==> config.mk <==
export PLATFORM = sky130hd
export DESIGN_NAME = sgd_div
export DESIGN_NICKNAME = d
export VERILOG_FILES = /design/src/design/sgd_pkg.sv /design/src/design/sgd_div.sv
export SDC_FILE = /design/constraint.sdc
export NUM_CORES = 1
export LEC_CHECK = 0
export BUFFER_PORTS_ARGS = -buffer_cell sky130_fd_sc_hd__buf_2
export CAP_MARGIN = 20
export CORE_MARGIN = 2
export CORE_UTILIZATION = 67
export DETAILED_ROUTE_END_ITERATION = 16
export PLACE_DENSITY = 0.81
export SYNTH_ARGS = -nofsm -noshare
export SYNTH_HDL_FRONTEND = slang
export SYNTH_SLANG_ARGS = --single-unit
==> constraint.sdc <==
create_clock -name clk -period 6.15 [get_ports clk]
set_input_delay 1.23 -clock clk [delete_from_list [all_inputs] [get_ports clk]]
set_output_delay 1.23 -clock clk [all_outputs]
set_load 0.02 [all_outputs]
==> src/design/sgd_pkg.sv <==
`timescale 1ns / 1ps
package sgd_pkg;

	localparam int FRAC_BITS       = 16;
	localparam int EXP_TABLE_DEPTH = 256;
	localparam int EXP_SPAN        = 16;
	localparam int TBL_FRAC        = 30;
	localparam int TAYLOR_TERMS    = 20;
	localparam int TAYLOR_FRAC     = 56;

	localparam int TBL_W     = TBL_FRAC + 1;
	localparam int IDX_W     = $clog2(EXP_TABLE_DEPTH);
	localparam int EXP_T_W   = $clog2(EXP_SPAN) + FRAC_BITS;
	localparam int T_FRAC_W  = EXP_T_W - IDX_W;
	localparam int EXP_OUT_W = FRAC_BITS + 1;
	localparam int ONE       = 1 << FRAC_BITS;

	localparam int X_W      = 32;
	localparam int U_W      = 33;
	localparam int SLOPE_W  = 20;
	localparam int SHIFT_W  = 20;
	localparam int HEIGHT_W = 18;
	localparam int WIDTH_W  = 20;
	localparam int W2_W     = 24;
	localparam int AU_W     = 31;
	localparam int AUS_W    = 23;
	localparam int Z_W      = 39;
	localparam int S_W      = FRAC_BITS + 1;
	localparam int G_W      = HEIGHT_W;
	localparam int P_W      = 15;
	localparam int SP_W     = 19;
	localparam int SG_W     = 18;
	localparam int T1_W     = 21;

	localparam int CFG_IDX_W  = 2;
	localparam int CFG_DATA_W = 20;

	localparam int SIG_DEN_W = FRAC_BITS + 2;
	localparam int SIG_QUO_W = FRAC_BITS + 1;
	localparam int SIG_NUM_W = 2 * FRAC_BITS + 1;
	localparam int GAU_QUO_W = EXP_T_W;
	localparam int GAU_NUM_W = W2_W + GAU_QUO_W;
	localparam int DRV_QUO_W = 30;
	localparam int DRV_NUM_W = SG_W + AUS_W + 1;

	typedef enum logic [CFG_IDX_W-1:0] {
		REG_SLOPE        = 2'd0,
		REG_CENTRE_SHIFT = 2'd1,
		REG_BUMP_HEIGHT  = 2'd2,
		REG_BUMP_WIDTH   = 2'd3
	} cfg_reg_t;

	typedef logic [TBL_W-1:0] exp_tbl_t [EXP_TABLE_DEPTH+1];

	function automatic exp_tbl_t build_exp_tbl();
		exp_tbl_t tbl;
		longint unsigned term;
		longint unsigned sum;
		longint unsigned ratio;
		longint unsigned prev;
		term = 64'd1 << TAYLOR_FRAC;
		sum  = term;
		for (int n = 1; n <= TAYLOR_TERMS; n++) begin
			term = (term * 64'(EXP_SPAN)) / 64'(EXP_TABLE_DEPTH * n);
			if ((n % 2) == 1)
				sum = sum - term;
			else
				sum = sum + term;
		end
		ratio = (sum + (64'd1 << (TAYLOR_FRAC - TBL_FRAC - 1))) >> (TAYLOR_FRAC - TBL_FRAC);
		prev = 64'd1 << TBL_FRAC;
		tbl[0] = TBL_W'(prev);
		for (int k = 1; k <= EXP_TABLE_DEPTH; k++) begin
			prev = (prev * ratio + (64'd1 << (TBL_FRAC - 1))) >> TBL_FRAC;
			tbl[k] = TBL_W'(prev);
		end
		return tbl;
	endfunction

	localparam exp_tbl_t EXP_TBL = build_exp_tbl();

endpackage

==> src/design/sgd_div.sv <==
`timescale 1ns / 1ps
module sgd_div import sgd_pkg::*; #(
	parameter int NUM_W = SIG_NUM_W,
	parameter int DEN_W = SIG_DEN_W,
	parameter int QUO_W = SIG_QUO_W,
	parameter int TAG_W = 1
) (
	input  logic             clk,
	input  logic             arst_n,
	input  logic             en,
	input  logic             v_in,
	input  logic [NUM_W-1:0] num,
	input  logic [DEN_W-1:0] den,
	input  logic [TAG_W-1:0] tag_in,
	output logic             v_out,
	output logic [QUO_W-1:0] quo,
	output logic [TAG_W-1:0] tag_out
);

	// One quotient bit per stage; the quotient bits shift in behind the numerator bits.
	logic             v_q   [QUO_W];
	logic [DEN_W-1:0] rem_q [QUO_W];
	logic [QUO_W-1:0] nq_q  [QUO_W];
	logic [DEN_W-1:0] den_q [QUO_W];
	logic [TAG_W-1:0] tag_q [QUO_W];

	logic             v_nx   [QUO_W];
	logic [DEN_W-1:0] rem_nx [QUO_W];
	logic [QUO_W-1:0] nq_nx  [QUO_W];
	logic [DEN_W-1:0] den_nx [QUO_W];
	logic [TAG_W-1:0] tag_nx [QUO_W];

	for (genvar i = 0; i < QUO_W; i++) begin : g_stage
		logic             v_i;
		logic [DEN_W-1:0] rem_i;
		logic [QUO_W-1:0] nq_i;
		logic [DEN_W-1:0] den_i;
		logic [TAG_W-1:0] tag_i;
		logic [DEN_W:0]   trial;
		logic             ge;

		if (i == 0) begin : g_head
			assign v_i   = v_in;
			assign rem_i = DEN_W'(num >> QUO_W);
			assign nq_i  = num[QUO_W-1:0];
			assign den_i = den;
			assign tag_i = tag_in;
		end else begin : g_body
			assign v_i   = v_q[i-1];
			assign rem_i = rem_q[i-1];
			assign nq_i  = nq_q[i-1];
			assign den_i = den_q[i-1];
			assign tag_i = tag_q[i-1];
		end

		assign trial     = {rem_i, nq_i[QUO_W-1]};
		assign ge        = trial >= {1'b0, den_i};
		assign v_nx[i]   = v_i;
		assign rem_nx[i] = ge ? DEN_W'(trial - {1'b0, den_i}) : trial[DEN_W-1:0];
		assign nq_nx[i]  = {nq_i[QUO_W-2:0], ge};
		assign den_nx[i] = den_i;
		assign tag_nx[i] = tag_i;
	end

	always_ff @(posedge clk or negedge arst_n) begin
		if (!arst_n) begin
			for (int i = 0; i < QUO_W; i++)
				v_q[i] <= 1'b0;
		end else if (en) begin
			for (int i = 0; i < QUO_W; i++)
				v_q[i] <= v_nx[i];
		end
	end

	always_ff @(posedge clk) begin
		if (en) begin
			for (int i = 0; i < QUO_W; i++) begin
				rem_q[i] <= rem_nx[i];
				nq_q[i]  <= nq_nx[i];
				den_q[i] <= den_nx[i];
				tag_q[i] <= tag_nx[i];
			end
		end
	end

	assign v_out   = v_q[QUO_W-1];
	assign quo     = nq_q[QUO_W-1];
	assign tag_out = tag_q[QUO_W-1];

endmodule

### Yosys cells after proc, flatten, opt, wreduce, memory -nomap -nowiden

Memory sizes are Yosys's and may differ from the RTL's.
Index checks and enable logic that the tools add are counted.

| storage, ports and cells | value |
|---|---|
| logic and storage cells | 74 |
| bits in writable memories | 918 |
| memories kept | 4 |
| input port bits | 56 |
| register bits after elaboration | 17 |

| operators by class | value |
|---|---|
| $lt $le $gt $ge | 17 |
| add/subtract/negate cells | 17 |
| multiplexer cells | 19 |

Memories:

| name | words | bits a word | read ports | clocked after Yosys merged registers in | wr ports | RTL line | source |
|---|---|---|---|---|---|---|---|
| den_q | 17 | 18 | 16 | 0 | 17 | sgd_div.sv:24 | `logic [DEN_W-1:0] den_q [QUO_W];` |
| rem_q | 17 | 18 | 16 | 0 | 17 | sgd_div.sv:22 | `logic [DEN_W-1:0] rem_q [QUO_W];` |
| nq_q | 17 | 17 | 17 | 0 | 17 | sgd_div.sv:23 | `logic [QUO_W-1:0] nq_q [QUO_W];` |
| tag_q | 17 | 1 | 17 | 0 | 17 | sgd_div.sv:25 | `logic [TAG_W-1:0] tag_q [QUO_W];` |

Operators with widths:

| cell | number |
|---|---|
| 18-bit two-way mux | 17 |
| 19-bit by 18-bit greater-or-equal comparator with 1-bit output | 16 |
| 18-bit subtractor | 16 |
| 17-bit by 18-bit greater-or-equal comparator with 1-bit output | 1 |
| 17-bit by 18-bit subtractor with 18-bit output | 1 |
| 1-bit two-way mux | 2 |

### Longest topological paths before layout

Gate-level depths: netlist (run 1).
An unclocked memory read counts as a cell.

| depth | value |
|---|---|
| word-level depth | 3 |
| gate-level depth with buffers | 12 |
| gate-level depth less buffers | 11 |

### Worst setup path after synthesis (run 1)

Ideal clock, no wire load.

| timing | value |
|---|---|
| path kind | in2reg |
| from | input port den[2] |
| to | memory rem_q[0][11] (netlist bit), data pin |
| data required time | 5.890 ns |
| path slack | 2.477 ns |
| library setup time | 0.260 ns |
| stages on the path | 11 |
| arrival | 3.413 ns |
| path through | inv_1 > ha_1 > nor2b_1 > o31ai_1 > nand2b_1 > a21o_1 > o21ai_1 > a311o_1 > buf_2 > buf_2 > mux2_2 |

RTL lines:

| what | RTL line | source |
|---|---|---|
| from (decl) | sgd_div.sv:13 | `input logic [DEN_W-1:0] den,` |
| to (decl) | sgd_div.sv:22 |  |

==> metrics.md, run 1 <==
| Metric | Value |
|---|---|
| Run status | finished, final reports clean |
| Initial antenna violation count | 0 |
| Post-DP HPWL | 65.4 mm |
| Seq/Total Area, Yosys | 57.6% |
| Synth top area share | 56.7% |
| Post-Syn Area | 46700 um^2 |
| Hold-fix buffers, CTS | 0 |
| H-tree depth | 3 |
| Max-slew headroom | 28.3% |
| Synthesis-stage register bit count | 899 |
| CP max stage cell | a311o_1 |
| Clock transition at path regs | 0.06 ns |
| Post-CTS Setup Bufs | 0 |
| Die area | 71900 um^2 |
| WHS Path Cells | 0 |
| Post-synth EDFFs | 882 |
| DRC viols | 0 |
| Crit-path max FO | 19 |
| RSZ-0062 raised after global routing | no |
| CTS resizes | 0 |
| Setup crit start kind | input pin |
| Die Y | about 270 um |
| Initial DRC count | 2112 |
| Final ANT Viol Nets | 0 |
| Commonest cells after routing, fill and taps aside | edfxtp_1, inv_1, ha_1 |
| Yosys warns | 0 |
| Pwr Density | about 500 nW/um^2 |
| Worst-skew pair later-pin latency | 0.66 ns |
| Max-slew violations | 0 |
| Peak VDD IR | 0.356 mV |
| Total gr overflow | 0 |
| Final Wtd Congestion | between 0.9 and 1 |
| Critical path class | in -> reg |
| Final wirelength | 91.8 mm |
| Setup TNS Final | 0 ns |
| Min-Delay Path Class | reg -> reg |
| N_diodes | 0 |
| Power Total | around 0.026 W |
| Count of different cell masters after synthesis | 88 |
| Max Clk Rate | 259 MHz |
| Max-cap violations | 0 |
| R2r worst-path depth | 9 |
| Fraction of layout cells with a size suffix above 1 | ~12% |
| Period utilization | 62.9% |
| Avg WL per Cell | 18.9 um |
| Largest stage delay, worst path | between 0.9 and 1 ns |
| Gr usage total | 25.7% |
| Measured slew at the worst slew-check pin | 1.07 ns |
| Post-synth top area cell | edfxtp_1 |
| Root Driver | clkbuf_16 |
| Area growth, synth to finish | 10.0% |
| CTS max path bufs | 3 |
| Syn_area_per_cell | approximately 13 um^2 |
| Fin crit period | 3.87 ns |
| Crit path required time | 6.56 ns |
| DR vias | approximately 29000 |
| Final Hold Vio Count | 0 |
| IO Count | between 70 and 80 |
| # nets final | 4226 |
| Worst Path Arrival | 4.28 ns |
| TritonCTS clock tree | yes |
| Die W | about 270 um |
| Setup violations, final | 0 |
| Largest net degree at the start of global routing | 149 |
| Asr flop ratio synth | 1.89% |
| Port Buffers | 74 |
| Commonest non-fill, non-tap cell in the layout | edfxtp_1 |
| Crit path cell chain | buf_2 -> inv_1 -> ha_1 -> fa_1 -> nor2b_1 -> o31ai_1 -> nand2b_1 -> a21o_1 -> o21ai_1 -> a311o_1 -> mux2_2 |
| Leakage power | 20.8 nW |
| Critical Path Sink Type | register |
| Vias in the first global route | around 29000 |
| Largest cells by area after synthesis | edfxtp_1, ha_1, mux2_2 |
| Primary FF master, synth | edfxtp_1 |
| Core Region | 68800 um^2 |
| Number of core rows | 96 |
| Vias per cell | ~6.0 |
| Synth Instances | 3731 |
| Clock sinks | 899 |
| Synthesized Nets | 4108 |
| Starting Density | 67.9% |
| Setup Skew | between 0.02 and 0.025 ns |
| First-pass GRT wire length | between 100 and 150 mm |
| Num CTS Buffers | between 90 and 100 |
| Iteration count of the initial detailed-routing pass | 5 |
cell usage after synthesis (8+ instances only):
library cell  number
edfxtp_1         882
inv_1            398
ha_1             305
a21oi_1          238
mux2_2           204
nor2_1           194
o21ai_0          164
nand2_1          152
a21o_1           125
xnor2_1          117
nand3_1           79
xor2_1            77
nor2b_1           67
clkbuf_1          60
o21a_1            49
nor3_1            48
and3_1            40
a211oi_1          39
nand4_1           34
mux2i_1           33
a31oi_1           27
o211ai_1          27
nand2b_1          24
o21bai_1          19
dfrtp_1           17
o31ai_1           17
fa_1              16
mux2_4            15
and2_1            14
or3_1             13
buf_2             12
nor4_1            12
a311oi_1          11
and4_1            11
o2111ai_1         11
o31a_1            11
a211o_1           10
a21boi_0          10
o22ai_1           10
a2111oi_0          8
a22oi_1            8
a41oi_1            8
per-layer routing:
layer,part of all wire (%),vias up,GRT usage (%)
met5,0,-,0
met4,3.8,0,9.78
met3,4.2,201,3.59
met2,51,777,45.8
met1,41,14030,31.9
li1,-,14184,-
final cells by class:
type | instances | area [um^2]
Clock inverter | 66 | 792
Clock buffer | 103 | 2360
Fill cell | 4439 | 17400
Inverter | 398 | 1490
Multi-Input combinational cell | 2359 | 18000
Tap cell | 931 | 1160
Timing Repair Buffer | 99 | 648
Sequential cell | 899 | 26900
sequential cells by signal, indices dropped and copies added, names as in the netlist:
name / cells
nq_q: 289
den_q: 288
rem_q: 288
tag_q: 17
g_stage.v_i: 16
v_out: 1
cells by family (layout without fill, tap and decap cells):
logic type                 Yosys count  in the layout  share of synthesized area (%)
and+or+nand+nor                    727            727                           7.82
muxes                              252            252                           6.11
AOI/OAI and AO/OA                  865            865                           12.1
buffers and inverters              473            666                           3.88
adders and majority gates          321            321                           8.85
xor gates and xnor gates           194            194                           3.64
DFF                                899            899                           57.6
power by group:
group | internal [W] | switching, W
Clock | 0.00339 | 0.00236
Combinational | 0.00471 | 0.00566
Sequential | 0.00865 | 0.000734
stage by stage:
step                      setup WS [ns]  util (%)  instance area (um^2)  instances  hold slack [ns]
final                              2.28      74.7                 51400       4855            0.396
after global routing               2.10      74.7                 51400       4855            0.410
after CTS                          2.27      74.6                 51300       4850            0.404
after global placement             1.63      70.0                 48200       4681            0.401
after detailed placement           1.58      70.0                 48200       4681            0.405
after floorplan                    2.48         -                 46700       3731            0.400
worst max-delay path: cells and delay by family:
family                   cells  cell delay [ns]
AO/OA/AOI/OAI                4             1.87
adder cells (fa/ha/maj)      2             0.41
buffers and inverters        2             0.15
multiplexers                 1             0.43
AND/OR/NAND/NOR              2             0.18
final timing paths:
kind                                               from                           to  slack, ns
worst max-delay path                            num[16]        rem_q[0][3]$_DFFE_PP_       2.28
worst min-delay path              nq_q[0][45]$_DFFE_PP_        nq_q[0][63]$_DFFE_PP_       0.40
worst max register to register  den_q[0][207]$_DFFE_PP_      rem_q[0][225]$_DFFE_PP_       2.64
worst min register to register    nq_q[0][45]$_DFFE_PP_        nq_q[0][63]$_DFFE_PP_       0.40
max in group asynchronous                        arst_n  g_stage[13].v_i$_DFFE_PN0P_       5.37
min in group asynchronous                        arst_n   g_stage[1].v_i$_DFFE_PN0P_       0.49
Note: power is estimated with default switching activity, not from simulation.
==> run 2: changes to the inputs <==
CORE_UTILIZATION = 58   (was 67)
PLACE_DENSITY = 0.74   (was 0.81)
clock period = 3.45 ns   (was 6.15 ns; I/O delays follow)
==> run 2 against run 1 <==
- power up 78%
- die area grew 15%
- final cell count increased by 3.9%
- wire length fell by 1.4%
- register-to-register slack got worse by 2.4 ns
- via count barely moved
- critical endpoint is now rem_q[0][68]$_DFFE_PP_
- final area increased by 1.3%
==> metrics.md, run 2 (synthesis gave the netlist of run 1 again) <==
| Metric | Value |
|---|---|
| Run status | finished, final reports clean |
| Total gr overflow | 0 |
| Setup WS post-layout | 0.226 ns |
| Gr usage total | 22.0% |
| Biggest register | nq_q |
| WHS Path Cells | 1 |
| Worst Path Arrival | between 3 and 4 ns |
| Setup crit end | rem_q[0][68]$_DFFE_PP_ |
| Register area | around 27000 um^2 |
| H-tree depth | 3 |
| CP Buf/Inv Count | 2 |
| Worst-skew pair later-pin latency | 0.68 ns |
| Pwr Density | 872 nW/um^2 |
| Routing usage on met2 | 38.1% |
| Die Y | approximately 290 um |
| Number of core rows | about 100 |
| DRC viols | 0 |
| Critical path class | reg -> reg |
| R2r worst-path depth | 11 |
| Initial antenna violation count | 0 |
| Root Driver | clkbuf_16 |
| Post-DP HPWL | 66.4 mm |
| Multi-input gate area | approximately 18000 um^2 |
| Avg WL per Cell | 18.0 um |
| Die W | 288 um |
| Starting Density | around three fifths |
| Final Wtd Congestion | 0.936 |
| CP max stage cell | fa_1 |
| TritonCTS clock tree | yes |
| Reg2reg setup slack | 0.23 ns |
| Fillers | 6030 |
| Largest regs | nq_q: 289 flops, den_q: 288 flops, rem_q: 288 flops |
| Port Buffers | 74 |
| Final ANT Viol Nets | 0 |
| Clock sinks | about 900 |
| Largest net degree at the start of global routing | 93 |
| Post-CTS Setup Bufs | 0 |
| # nets final | 4281 |
| Crit path cell chain | inv_1 -> ha_1 -> inv_1 -> fa_1 -> a211oi_1 -> o21ai_0 -> a21oi_1 -> o21ai_0 -> mux2i_1 -> o211ai_1 -> mux2_4 |
| Delay-heaviest family, CP | compound AO/OA/AOI/OAI gates |
| Crit-path max FO | 3 |
| Die area | 82800 um^2 |
| Min-Delay Path Class | in -> reg |
| Final wirelength | around 91 mm |
| Critical Path Sink Type | register |
| Commonest non-fill, non-tap cell in the layout | edfxtp_1 |
| CP startpoint | nq_q[0][50]$_DFFE_PP_ |
| Fraction of layout cells with a size suffix above 1 | 13.5% |
| DR vias | 29212 |
| Max-cap violations | 0 |
| WHS | between 0.15 and 0.2 ns |
| Leakage power | 21.0 nW |
| Placed cells | 4866 |
| Non-filler cells, final | 5043 |
| Setup Skew | 0.0408 ns |
| Area growth, synth to finish | 11.4% |
| Max-slew headroom | 44.0% |
| Max-slew violations | 0 |
| Crit Reg-Reg Endpoint | rem_q[0][68]$_DFFE_PP_ |
| Peak VDD IR | 0.471 mV |
| Largest stage delay, worst path | 0.43 ns |
| IO Count | 75 |
| Top Usage Layer GRT | met2 |
| Core Region | 80200 um^2 |
| Number of flip-flops in the largest register | 289 |
| Num CTS Buffers | 94 |
| Initial DRC count | 1910 |
| Met3 Use GR | between 2 and 3% |
| Setup violations, final | 0 |
| Final Hold Vio Count | 0 |
| Commonest cells after routing, fill and taps aside | edfxtp_1, inv_1, ha_1 |
| Vias per cell | 5.79 |
| N_diodes | 0 |
| Pre-CTS setup slack | between 0.1 and 0.15 ns |
| Clock transition at path regs | roughly 0.060 ns |
| Iteration count of the initial detailed-routing pass | 5 |
| R2r startpoint | nq_q[0][50]$_DFFE_PP_ |
| GR Util met1 | 28.6% |
| RSZ-0062 raised after global routing | no |
| Max Clk Rate | about 310 MHz |
| Crit path required time | approximately 3.9 ns |
| WP depth | 11 |
| Fin crit period | 3.22 ns |
| First-pass GRT wire length | around 150 mm |
| Setup TNS Final | 0 ns |
| Setup crit start kind | register |
| Vias in the first global route | approximately 29000 |
| Period utilization | 93.4% |
| CTS max path bufs | 3 |
| Measured slew at the worst slew-check pin | about 0.8 ns |
-- run 2: layout make-up --
cell class	count	share of cell area, %
clock inverters	51	1.10
multi-input cells	2359	34.6
flip-flops and latches	899	51.7
clock buffers	124	4.89
repair buffers	152	2.28
inverters	398	2.87
well taps	1060	2.55
-- run 2: power breakdown --
part | internal (W) | leakage, nW | total [W] | switching (W)
sequential | 0.0154 | 8.82 | 0.0167 | 0.00128
combinational | 0.00870 | 10.7 | 0.0188 | 0.0101
clock | 0.00571 | 1.49 | 0.00995 | 0.00424
total | 0.0298 | 21.0 | 0.0454 | 0.0156
-- run 2: worst min path at each step --
| stage | from | slack [ns] | endpoint |
|---|---|---|---|
| after floorplan | arst_n | 0.39 | g_stage[10].v_i$_DFFE_PN0P_ |
| after global placement | nq_q[0][264]$_DFFE_PP_ | 0.40 | nq_q[0][282]$_DFFE_PP_ |
| after detailed placement | nq_q[0][85]$_DFFE_PP_ | 0.40 | nq_q[0][103]$_DFFE_PP_ |
| after CTS | num[13] | 0.13 | nq_q[0][14]$_DFFE_PP_ |
| after global routing | num[10] | 0.15 | nq_q[0][11]$_DFFE_PP_ |
| final | num[13] | 0.18 | nq_q[0][14]$_DFFE_PP_ |
-- run 2: what timing repair did --
item / 4_1_cts / 5_1_grt
setup endpoints to repair: 0 / 1
hold buffers: 1 / 0
hold endpoints to repair: 17 / 0
gates resized for setup: 0 / 1
-- run 2: metal layers --
| layer | wire length, um | vias to the layer above |
|---|---|---|
| met5 | 0 | - |
| met1 | 38600 | 14019 |
| met3 | 4220 | 177 |
| li1 | - | 14285 |
| met4 | 2750 | 0 |
| met2 | 45000 | 731 |
-- run 2: per-stage QoR --
step / utilization, % / area [um^2] / power [W]
2_1_floorplan: - / 46700 / 0.0305
3_3_place_gp: 61.0 / 48900 / 0.0349
3_5_place_dp: 61.0 / 48900 / 0.0353
4_1_cts: 64.9 / 52000 / 0.0455
5_1_grt: 64.9 / 52000 / 0.0483
6_report: 64.9 / 52000 / 0.0454
